$ cat config.mk
export PLATFORM = sky130hd
export DESIGN_NAME = circular_fifo_with_search_unit
export DESIGN_NICKNAME = d
export VERILOG_FILES = /design/src/cfs_pkg.sv /design/src/circular_fifo_with_search_unit.sv /design/src/cfs_ram.sv /design/src/cfs_ctrl.sv
export SDC_FILE = /design/constraint.sdc
export NUM_CORES = 1
export LEC_CHECK = 0
export BUFFER_PORTS_ARGS = -buffer_cell sky130_fd_sc_hd__buf_2
export CORE_UTILIZATION = 56
export DETAILED_ROUTE_END_ITERATION = 8
export PLACE_DENSITY_LB_ADDON = 0.25
export SETUP_SLACK_MARGIN = 0.05
export SKIP_LAST_GASP = 1
export SLEW_MARGIN = 20
export SYNTH_ARGS = -nofsm -noshare
export SYNTH_HDL_FRONTEND = slang
export SYNTH_HIERARCHICAL = 1
export SYNTH_SLANG_ARGS = --single-unit
$ cat constraint.sdc
create_clock -name clk -period 5 [get_ports clk]
set_input_delay 1 -clock clk [delete_from_list [all_inputs] [get_ports clk]]
set_output_delay 1 -clock clk [all_outputs]
set_load 0.05 [all_outputs]
$ cat src/cfs_pkg.sv
`timescale 1ns / 1ps
`default_nettype none
package cfs_pkg;

  typedef enum logic [1:0] {
    ACT_ENQUEUE = 2'd0,
    ACT_DEQUEUE = 2'd1,
    ACT_DISPLAY = 2'd2,
    ACT_SEARCH  = 2'd3
  } action_t;

  typedef enum logic [2:0] {
    ST_OK       = 3'd0,
    ST_FULL     = 3'd1,
    ST_EMPTY    = 3'd2,
    ST_FOUND    = 3'd3,
    ST_NOTFOUND = 3'd4
  } status_t;

  localparam int unsigned DATA_W = 32;
  localparam int unsigned POS_W  = 5;

  typedef struct packed {
    status_t                    status;
    logic signed [DATA_W-1:0]   data;
    logic        [POS_W-1:0]    position;
    logic                       last;
  } result_t;

endpackage
`default_nettype wire

$ cat src/circular_fifo_with_search_unit.sv
`timescale 1ns / 1ps
`default_nettype none
// Channel  Dir  Signals                      Contents
// s_axis   in   s_tvalid s_tready s_tdata    one command word: action and value
//               s_tuser
// m_axis   out  m_tvalid m_tready m_tdata    result words, m_tlast on the final one
//               m_tuser m_tlast
// Enqueue, dequeue and any command on an empty queue: accepted, the result is
// built in S_RESP, then it sits in the output register; a new word is taken
// once that result has moved into the output register.
// Display and search walk the queue one entry per cycle through the single RAM
// read port and the shared key comparator; the walk holds while a result waits
// on a full output register. Reset leaves the queue empty; the RAM is not
// cleared.
module circular_fifo_with_search_unit #(
  parameter int unsigned DEPTH = 16
) (
  input  wire logic        clk,
  input  wire logic        rst,
  input  wire logic        s_tvalid,
  output logic             s_tready,
  input  wire logic [31:0] s_tdata,   // value[31:0]
  input  wire logic [1:0]  s_tuser,   // action[1:0]
  output logic             m_tvalid,
  input  wire logic        m_tready,
  output logic [39:0]      m_tdata,   // data[31:0], position[36:32], zero[39:37]
  output logic [2:0]       m_tuser,   // status[2:0]
  output logic             m_tlast    // last
);
  import cfs_pkg::*;

  localparam int unsigned IW = $clog2(DEPTH);

  logic                  res_valid;
  logic                  res_ready;
  result_t               res;
  result_t               out_q;
  logic                  wr_en;
  logic [IW-1:0]         wr_addr;
  logic [DATA_W-1:0]     wr_data;
  logic                  rd_en;
  logic [IW-1:0]         rd_addr;
  logic [DATA_W-1:0]     rd_data;

  cfs_ctrl #(
    .DEPTH(DEPTH)
  ) u_ctrl (
    .clk       (clk),
    .rst       (rst),
    .in_valid  (s_tvalid),
    .in_ready  (s_tready),
    .in_action (action_t'(s_tuser)),
    .in_value  (s_tdata),
    .res_valid (res_valid),
    .res_ready (res_ready),
    .res       (res),
    .wr_en     (wr_en),
    .wr_addr   (wr_addr),
    .wr_data   (wr_data),
    .rd_en     (rd_en),
    .rd_addr   (rd_addr),
    .rd_data   (rd_data)
  );

  cfs_ram #(
    .WIDTH(DATA_W),
    .DEPTH(DEPTH)
  ) u_ram (
    .clk     (clk),
    .wr_en   (wr_en),
    .wr_addr (wr_addr),
    .wr_data (wr_data),
    .rd_en   (rd_en),
    .rd_addr (rd_addr),
    .rd_data (rd_data)
  );

  assign res_ready = !m_tvalid || m_tready;

  always_ff @(posedge clk) begin
    if (rst) begin
      m_tvalid <= 1'b0;
    end else if (res_ready) begin
      m_tvalid <= res_valid;
    end
  end

  always_ff @(posedge clk) begin
    if (res_ready && res_valid) begin
      out_q <= res;
    end
  end

  assign m_tdata = {3'b000, out_q.position, out_q.data};
  assign m_tuser = out_q.status;
  assign m_tlast = out_q.last;

endmodule
`default_nettype wire

$ cat src/cfs_ram.sv
`timescale 1ns / 1ps
`default_nettype none
module cfs_ram #(
  parameter int unsigned WIDTH = 32,
  parameter int unsigned DEPTH = 16
) (
  input  wire logic                      clk,
  input  wire logic                      wr_en,
  input  wire logic [$clog2(DEPTH)-1:0]  wr_addr,
  input  wire logic [WIDTH-1:0]          wr_data,
  input  wire logic                      rd_en,
  input  wire logic [$clog2(DEPTH)-1:0]  rd_addr,
  output logic      [WIDTH-1:0]          rd_data
);

  logic [WIDTH-1:0] mem [DEPTH];

  always_ff @(posedge clk) begin
    if (wr_en) begin
      mem[wr_addr] <= wr_data;
    end
    if (rd_en) begin
      rd_data <= mem[rd_addr];
    end
  end

endmodule
`default_nettype wire

$ cat src/cfs_ctrl.sv
`timescale 1ns / 1ps
`default_nettype none
module cfs_ctrl #(
  parameter int unsigned DEPTH = 16
) (
  input  wire logic                              clk,
  input  wire logic                              rst,
  input  wire logic                              in_valid,
  output logic                                   in_ready,
  input  wire cfs_pkg::action_t                  in_action,
  input  wire logic signed [cfs_pkg::DATA_W-1:0] in_value,
  output logic                                   res_valid,
  input  wire logic                              res_ready,
  output cfs_pkg::result_t                       res,
  output logic                                   wr_en,
  output logic [$clog2(DEPTH)-1:0]               wr_addr,
  output logic [cfs_pkg::DATA_W-1:0]             wr_data,
  output logic                                   rd_en,
  output logic [$clog2(DEPTH)-1:0]               rd_addr,
  input  wire logic [cfs_pkg::DATA_W-1:0]        rd_data
);
  import cfs_pkg::*;

  localparam int unsigned IW = $clog2(DEPTH);
  localparam int unsigned CW = $clog2(DEPTH + 1);

  typedef enum logic [3:0] {
    S_IDLE   = 4'b0001,
    S_RESP   = 4'b0010,
    S_WALK   = 4'b0100,
    S_FINISH = 4'b1000
  } state_t;

  function automatic logic [IW-1:0] wrap_next(input logic [IW-1:0] i);
    logic [IW-1:0] r;
    if (i == IW'(DEPTH - 1)) begin
      r = '0;
    end else begin
      r = i + 1'b1;
    end
    return r;
  endfunction

  state_t                   state, state_next;
  logic [IW-1:0]            head, head_next;
  logic [IW-1:0]            tail, tail_next;
  logic                     empty, empty_next;
  logic [CW-1:0]            count, count_next;
  action_t                  act_q, act_q_next;
  logic [DATA_W-1:0]        key_q, key_q_next;
  status_t                  st_q, st_q_next;
  logic                     deq_q, deq_q_next;
  logic [IW-1:0]            rd_idx, rd_idx_next;
  logic [CW-1:0]            left, left_next;
  logic                     dvalid, dvalid_next;
  logic [POS_W-1:0]         pos, pos_next;
  logic                     pend_valid, pend_valid_next;
  logic [DATA_W-1:0]        pend_data, pend_data_next;
  logic [POS_W-1:0]         pend_pos, pend_pos_next;
  logic                     is_disp;
  logic                     match;
  logic                     emit_need;

  assign in_ready  = (state == S_IDLE);
  assign is_disp   = (act_q == ACT_DISPLAY);
  assign match     = (rd_data == key_q);
  assign emit_need = dvalid && (is_disp || (match && pend_valid));

  always_comb begin
    state_next      = state;
    head_next       = head;
    tail_next       = tail;
    empty_next      = empty;
    count_next      = count;
    act_q_next      = act_q;
    key_q_next      = key_q;
    st_q_next       = st_q;
    deq_q_next      = deq_q;
    rd_idx_next     = rd_idx;
    left_next       = left;
    dvalid_next     = dvalid;
    pos_next        = pos;
    pend_valid_next = pend_valid;
    pend_data_next  = pend_data;
    pend_pos_next   = pend_pos;
    wr_en           = 1'b0;
    wr_addr         = empty ? '0 : wrap_next(tail);
    wr_data         = in_value;
    rd_en           = 1'b0;
    rd_addr         = rd_idx;
    res_valid       = 1'b0;
    res             = '{status: ST_OK, data: '0, position: '0, last: 1'b0};

    unique case (state)
      S_IDLE: begin
        if (in_valid) begin
          act_q_next = in_action;
          key_q_next = in_value;
          deq_q_next = 1'b0;
          st_q_next  = ST_OK;
          state_next = S_RESP;
          if (in_action == ACT_ENQUEUE) begin
            if (empty) begin
              wr_en      = 1'b1;
              head_next  = '0;
              tail_next  = '0;
              empty_next = 1'b0;
              count_next = CW'(1);
            end else if (count == CW'(DEPTH)) begin
              st_q_next = ST_FULL;
            end else begin
              wr_en      = 1'b1;
              tail_next  = wrap_next(tail);
              count_next = count + 1'b1;
            end
          end else if (empty) begin
            st_q_next = ST_EMPTY;
          end else if (in_action == ACT_DEQUEUE) begin
            rd_en      = 1'b1;
            rd_addr    = head;
            deq_q_next = 1'b1;
            if (count == CW'(1)) begin
              empty_next = 1'b1;
              head_next  = '0;
              tail_next  = '0;
              count_next = '0;
            end else begin
              head_next  = wrap_next(head);
              count_next = count - 1'b1;
            end
          end else begin
            rd_idx_next     = head;
            left_next       = count;
            dvalid_next     = 1'b0;
            pos_next        = '0;
            pend_valid_next = 1'b0;
            state_next      = S_WALK;
          end
        end
      end
      S_RESP: begin
        res_valid = 1'b1;
        res = '{status: st_q, data: deq_q ? rd_data : '0, position: '0, last: 1'b1};
        if (res_ready) begin
          state_next = S_IDLE;
        end
      end
      S_WALK: begin
        if (dvalid && is_disp) begin
          res_valid = 1'b1;
          res = '{status: ST_OK, data: rd_data, position: pos, last: (left == '0)};
        end else if (dvalid && match && pend_valid) begin
          res_valid = 1'b1;
          res = '{status: ST_FOUND, data: pend_data, position: pend_pos, last: 1'b0};
        end
        if (!emit_need || res_ready) begin
          if (dvalid && !is_disp && match) begin
            pend_valid_next = 1'b1;
            pend_data_next  = rd_data;
            pend_pos_next   = pos;
          end
          if (left != '0) begin
            rd_en       = 1'b1;
            rd_idx_next = wrap_next(rd_idx);
            left_next   = left - 1'b1;
            dvalid_next = 1'b1;
            pos_next    = pos + 1'b1;
          end else begin
            dvalid_next = 1'b0;
            if (dvalid) begin
              state_next = is_disp ? S_IDLE : S_FINISH;
            end
          end
        end
      end
      S_FINISH: begin
        res_valid = 1'b1;
        if (pend_valid) begin
          res = '{status: ST_FOUND, data: pend_data, position: pend_pos, last: 1'b1};
        end else begin
          res = '{status: ST_NOTFOUND, data: '0, position: '0, last: 1'b1};
        end
        if (res_ready) begin
          state_next = S_IDLE;
        end
      end
      default: begin
        state_next = S_IDLE;
      end
    endcase
  end

  always_ff @(posedge clk) begin
    if (rst) begin
      state      <= S_IDLE;
      head       <= '0;
      tail       <= '0;
      empty      <= 1'b1;
      count      <= '0;
      dvalid     <= 1'b0;
      pend_valid <= 1'b0;
    end else begin
      state      <= state_next;
      head       <= head_next;
      tail       <= tail_next;
      empty      <= empty_next;
      count      <= count_next;
      dvalid     <= dvalid_next;
      pend_valid <= pend_valid_next;
    end
  end

  always_ff @(posedge clk) begin
    act_q     <= act_q_next;
    key_q     <= key_q_next;
    st_q      <= st_q_next;
    deq_q     <= deq_q_next;
    rd_idx    <= rd_idx_next;
    left      <= left_next;
    pos       <= pos_next;
    pend_data <= pend_data_next;
    pend_pos  <= pend_pos_next;
  end

endmodule
`default_nettype wire

After elaboration in Yosys (flattened, before gate mapping):

Memories as Yosys holds them, arrays and structs flattened. A register that Yosys moved wholly into a read port is not among the register bits.
Index checks and enable logic that the tools add are counted.

* multiplexer cells: 96
* eq/ne operators: 25
* reductions and logical operators: 30
* add/subtract/negate cells: 7

Operators with widths (number)
* 4-bit two-way mux: 34
* 41-bit one-hot mux with 3 select lines: 1
* 5-bit two-way mux: 18
* 41-bit two-way mux: 2
* 40-bit two-way mux: 1
* 32-bit equality test: 1
* 32-bit two-way mux: 1
* 1-bit two-way mux: 27
* 5-bit one-hot mux with 2 select lines: 2
* 4-bit equality test, second input constant: 4
* 5-bit AND reduction: 3
* 7-bit AND reduction: 2
* 4-bit by 1-bit adder with 4-bit output, second input constant: 3
* 2-bit by 1-bit != test with 1-bit output, second input constant: 6
* 2-bit != test, second input constant: 6
* 4-bit one-hot mux with 3 select lines: 1
* 6-bit AND reduction: 2
* 5-bit by 1-bit adder with 5-bit output, second input constant: 2
* 5-bit by 1-bit subtractor with 5-bit output, second input constant: 2
* 3-bit two-way mux: 3
* 1-bit logical AND: 8
* 1-bit one-hot mux with 2 select lines: 4
* 4-bit one-hot mux with 2 select lines: 1
* 2-bit nonzero test: 3
* other kinds (17): 21

* memories: 1
* input port bits: 38
* memory bits (writable): 512
* flip-flop bits (word level): 151
* output and inout bits: 46
* word-level logic and storage cells: 180

Memories
* u_ram.mem: depth 16, width 32, rd ports 1, clocked after memory_dff 1, write ports 1, RTL line cfs_ram.sv:16 `logic [WIDTH-1:0] mem [DEPTH];`

Depth between registers and ports, before layout:

* depth in word-level cells: 8
* depth in mapped cells: 10
* mapped depth without buffers: 8

By module:

Netlist, hierarchy kept.

Modules (own cells, without submodules)
* cfs_ram: times used 1, sequential area each 16335.7 um^2, area an instance 20174.3 um^2, cells an instance 838
* cfs_ctrl: times used 1, sequential area each 3042.9 um^2, area an instance 5456.5 um^2, cells an instance 465
* circular_fifo_with_search_unit: times used 1, sequential area each 1251.2 um^2, area an instance 1312.5 um^2, cells an instance 50

Worst setup path before layout:

No wires, ideal clock.

* path type: reg-to-reg
* from: register u_ctrl.state[1]
* to: memory u_ram.mem[0][0], enable pin
* buffers on the path: 1
* path slack: 28 ps
* clock period less this slack: 4972 ps
* setup time: 461 ps
* required time: 4539 ps
* cell stages (with the launch flop): 8
* arrival: 4511 ps
* cell sequence: dfxtp_1 > buf_6 > nor4b_4 > nand2_1 > nor2_1 > o21a_1 > or3b_2 > nor3_1

* cells in the longest elaborated chain, start to end: 4

RTL lines
* start: declaration: RTL line cfs_ctrl.sv:44 `state_t state, state_next;`
* start signal: assignment: RTL line cfs_ctrl.sv:203 `state <= state_next;`
* 4-bit by 1-bit equality test with 1-bit output
* net s_tready: RTL line circular_fifo_with_search_unit.sv:21 `output logic s_tready,`
* 1-bit two-way mux: RTL line cfs_ctrl.sv:94 `unique case (state)`
* net wr_en: RTL line circular_fifo_with_search_unit.sv:38 `logic wr_en;`
* 1-bit two-way mux: RTL line cfs_ram.sv:19 `if (wr_en) begin`
* 1-bit two-way mux (implied by the code): RTL line cfs_ram.sv:20 `mem[wr_addr] <= wr_data;`
* end: declaration: RTL line cfs_ram.sv:16

The timed path passes the listed nets, and every way through them passes these cells.

Worst setup path after layout:

* from: register u_ctrl.state[1]
* to: register u_ram.rd_data[19], read port of u_ram.mem, data pin

* cells in the longest elaborated chain, start to end: 2
* elaborated cells on any way between the ends: 4
* classes of those cells: eq/ne: 2; mux: 2

RTL lines
* 4-bit by 1-bit equality test with 1-bit output: RTL line cfs_ctrl.sv:94
* 4-bit two-way mux: RTL line cfs_ctrl.sv:94
* net rd_addr[0]: RTL line circular_fifo_with_search_unit.sv:42 `logic [IW-1:0] rd_addr;`
* end: declaration: RTL line cfs_ram.sv:13 `output logic [WIDTH-1:0] rd_data`

The timed path passes the listed nets, and every way through them passes these cells.
A chain may end at the register's enable or synchronous reset.

==> metrics.md <==
| Metric | Value |
|---|---|
| Die Width | 221 um |
| Setup TNS | 0 ns |
| Rel. slew slack | roughly a third |
| Placed Cells | 1990 |
| Largest stage delay on the critical path | 0.68 ns |
| Nets | 1492 |
| Final hold slack | 0.500 ns |
| IO Pins | 84 |
| Area contributors post-synth | edfxtp_1, mux4_2, a22oi_1 |
| Critical Path RT | 5.34 ns |
| Main synth FF type | edfxtp_1 |
| EDFF count, synth | 673 |
| # clock sinks | 694 |
| Vias in the first global route | 13400 |
| Sw frac | 20.3% |
| Period utilisation layout | 74.7% |
| Max-slew violations | 0 |
| Routed wire length | 59700 um |
| Layout cells sized above 1 | 25.7% |
| Seq/Total Area, Yosys | roughly 77% |
| Total CTS buffers | 69 |
| YS warnings | 6 |
| Max Freq | around 270 MHz |
| Post-CTS Setup Bufs | 0 |
| Commonest non-fill, non-tap cell in the layout | edfxtp_1 |
| Max-Cap Viols | 0 |
| H-tree depth | 3 |
| Via/cell ratio | 6.36 |
| CP bufs+invs | 1 |
| CTS max path bufs | 3 |
| Die H | 221 um |
| Slew @ Worst Pin | 1.02 ns |
| Syn Inst Count | 1353 |
| Area delta synth->final | 12.9% |
| Clock power frac | a little over two fifths |
| Hold WC Path Type | register to register |
| Largest net degree at the start of global routing | 53 |
| Crit path max-delay family | multiplexers |
| Setup CP Type | register to register |
| Power share of the combinational group | 3.1% |
| Fin worst setup slack | 1.27 ns |
| Async SR Flop Fraction | 0% |
| Wirelength per Cell | 28.1 um |
| Die ar. | 0.0490 mm^2 |
| Top cell type by total area after synthesis | edfxtp_1 |
| Crit start category | register |
| Grt total ovfl | 0 |
| CTS tree | yes |
| CP Cell Sequence | nor4b_4 -> and3_4 -> nand3b_1 -> mux2_8 -> buf_12 -> mux4_2 -> a22oi_1 -> nand2_1 |
| Post-layout util | 63.8% |
| Flop pwr share | 54.6% |
| First-pass GRT wire length | 87800 um |
| CP max stage cell | mux2_8 |
| Initial core utilization | 56.5% |
| Worst vdd ir | ~300 uV |
| Crit end category | register |
| P_sw | 2.41 mW |
| Initial antenna violation count | 3 |
| Lkg Pwr | 9.84 nW |
| Endpoints failing hold | 0 |
| Setup slack at placement | 1.06 ns |
| Filler cells | 3162 |
| Final Skew | 0.0251 ns |
| Final setup vio count | 0 |
| Outcome | finished with violations |
| Post-DRT Antenna Nets | 0 |
| Row cnt | 80 |
| Mapped Avg Cell Area | 19.9 um^2 |
| Tmin final | roughly 3.7 ns |
| Pre-antenna DRT Iters | 7 |
| HPWL after DPL | about 33000 um |
| Vias | 13500 |
| Post-CTS Hold Buffers | 0 |
| P_int | between 9 and 10 mW |
| DRC Markers | 1 |
| Yosys top cell area share | about three quarters |
| CP arrival | roughly 4 ns |
| Mapped Area | 0.0269 mm^2 |
| RSZ-0062 raised after global routing | no |
| Placer Congestion | 0.769 |
| Final Non-Filler Cells | 2120 |
| Clock-pin slew on the worst setup and hold paths | 0.06 ns |
| CP max FO | ~40 |
| Failing checks | design-rule violations |
| Post-cts sizing count | 0 |
| Port bufs | 80 |
| Commonest non-fill, non-tap cells in the layout | edfxtp_1, mux4_2, buf_2, clkbuf_16, a22oi_1 |
| PwrDens | 390 mW/mm^2 |
| Clk Latency, worst-skew pair | 0.61 ns |
| Yosys cell types | 67 |
| Root Buffer | clkbuf_16 |
| Core Region | 0.0476 mm^2 |
| Yosys reg bits | 694 |
| All-Layer GR Usage | 25.0% |
| DR iter-0 viols | 1426 |
[flip-flops by register name (all words and copies together) (netlist names), 2 cells and up]
register and count:
u_ctrl/left 5, u_ctrl/act_q 2, u_ctrl/pend_pos 5, u_ctrl/count 5, m_tuser 3, u_ctrl/rd_idx 4, u_ctrl/pos 5, m_tdata 37
u_ram/mem 512, u_ctrl/state 4, u_ctrl/head 4, u_ram/rd_data 32, u_ctrl/st_q 2, u_ctrl/pend_data 32, u_ctrl/tail 4, u_ctrl/key_q 32
[kinds of logic after synthesis]
family | share of synthesized area (%)
multiplexers | 10.9
AO/OA/AOI/OAI | 4.78
XOR/XNOR | 1.40
buffers and inverters | 2.35
flip-flops | 76.6
other | 0.0139
AND/OR/NAND/NOR | 3.65
adder cells (fa/ha/maj) | 0.372
[worst register-to-register path, cell delays in order (launching register included)]
cell and delay (ns):
dfxtp_1 0.42, nor4b_4 0.55, and3_4 0.30, nand3b_1 0.24, mux2_8 0.68, buf_12 0.38, mux4_2 0.55, a22oi_1 0.25
nand2_1 0.10
[Yosys cell counts (all sizes together), types with 5 or more instances]
cell      n
ha        8
a21oi    20
nand3b    5
nor2b     6
nand2b    5
nor3     16
mux4    128
dfxtp    21
o21ai    14
inv      10
a21o      7
nor4b     5
xnor2    38
a22o     37
clkbuf   23
a22oi    69
edfxtp  673
nand4    10
nand2    62
nor2     53
and3      5
and2      5
buf      74
nand3     8
xor2      5
[power by group through the flow]
stage                     Sequential [mW]  Clock, mW  Combinational [mW]
after global placement               6.59          0               0.354
after CTS                            6.47       5.11               0.364
after floorplan                      6.59          0               0.255
final                                6.47       5.03               0.362
after global routing                 6.48       5.31               0.390
after detailed placement             6.60          0               0.362
[area by class of cell]
type                    instances  area (um^2)  share of cell area, %
flip-flops and latches        694        20600                   67.8
multi-input cells             554         5860                   19.3
clock buffers                  87         1860                   6.11
repair buffers                117          916                   3.01
well taps                     615          769                   2.53
clock inverters                41          339                   1.11
inverters                      10         37.5                  0.123
diodes                          2         5.00                 0.0165
[through the flow]
stage | instance area, um^2 | power [mW]
2_1_floorplan | 27000 | 6.84
3_3_place_gp | 28200 | 6.95
3_5_place_dp | 28200 | 6.96
4_1_cts | 30400 | 11.9
5_1_grt | 30400 | 12.2
6_report | 30400 | 11.9
[worst paths after layout]
kind,end,slack (ns),cells after the start,from
worst max register to register,u_ram/rd_data[19],1.27,8,u_ctrl/state[1]
worst min register to register,u_ctrl/pend_data[27],0.50,0,u_ram/rd_data[27]
worst min-delay path,u_ctrl/pend_data[27],0.50,0,u_ram/rd_data[27]
worst max-delay path,u_ram/rd_data[19],1.27,8,u_ctrl/state[1]
[per-layer routing]
metal  track usage (%)  share of wire (%)  vias to the layer above
met3              5.13                9.1                      112
met2              40.0                 49                      685
met1              34.6                 39                     6981
met4              8.66                2.5                        2
li1                  -                  -                     5711
met5                 0              0.022                        -
Power figures use the tool's default switching activity.
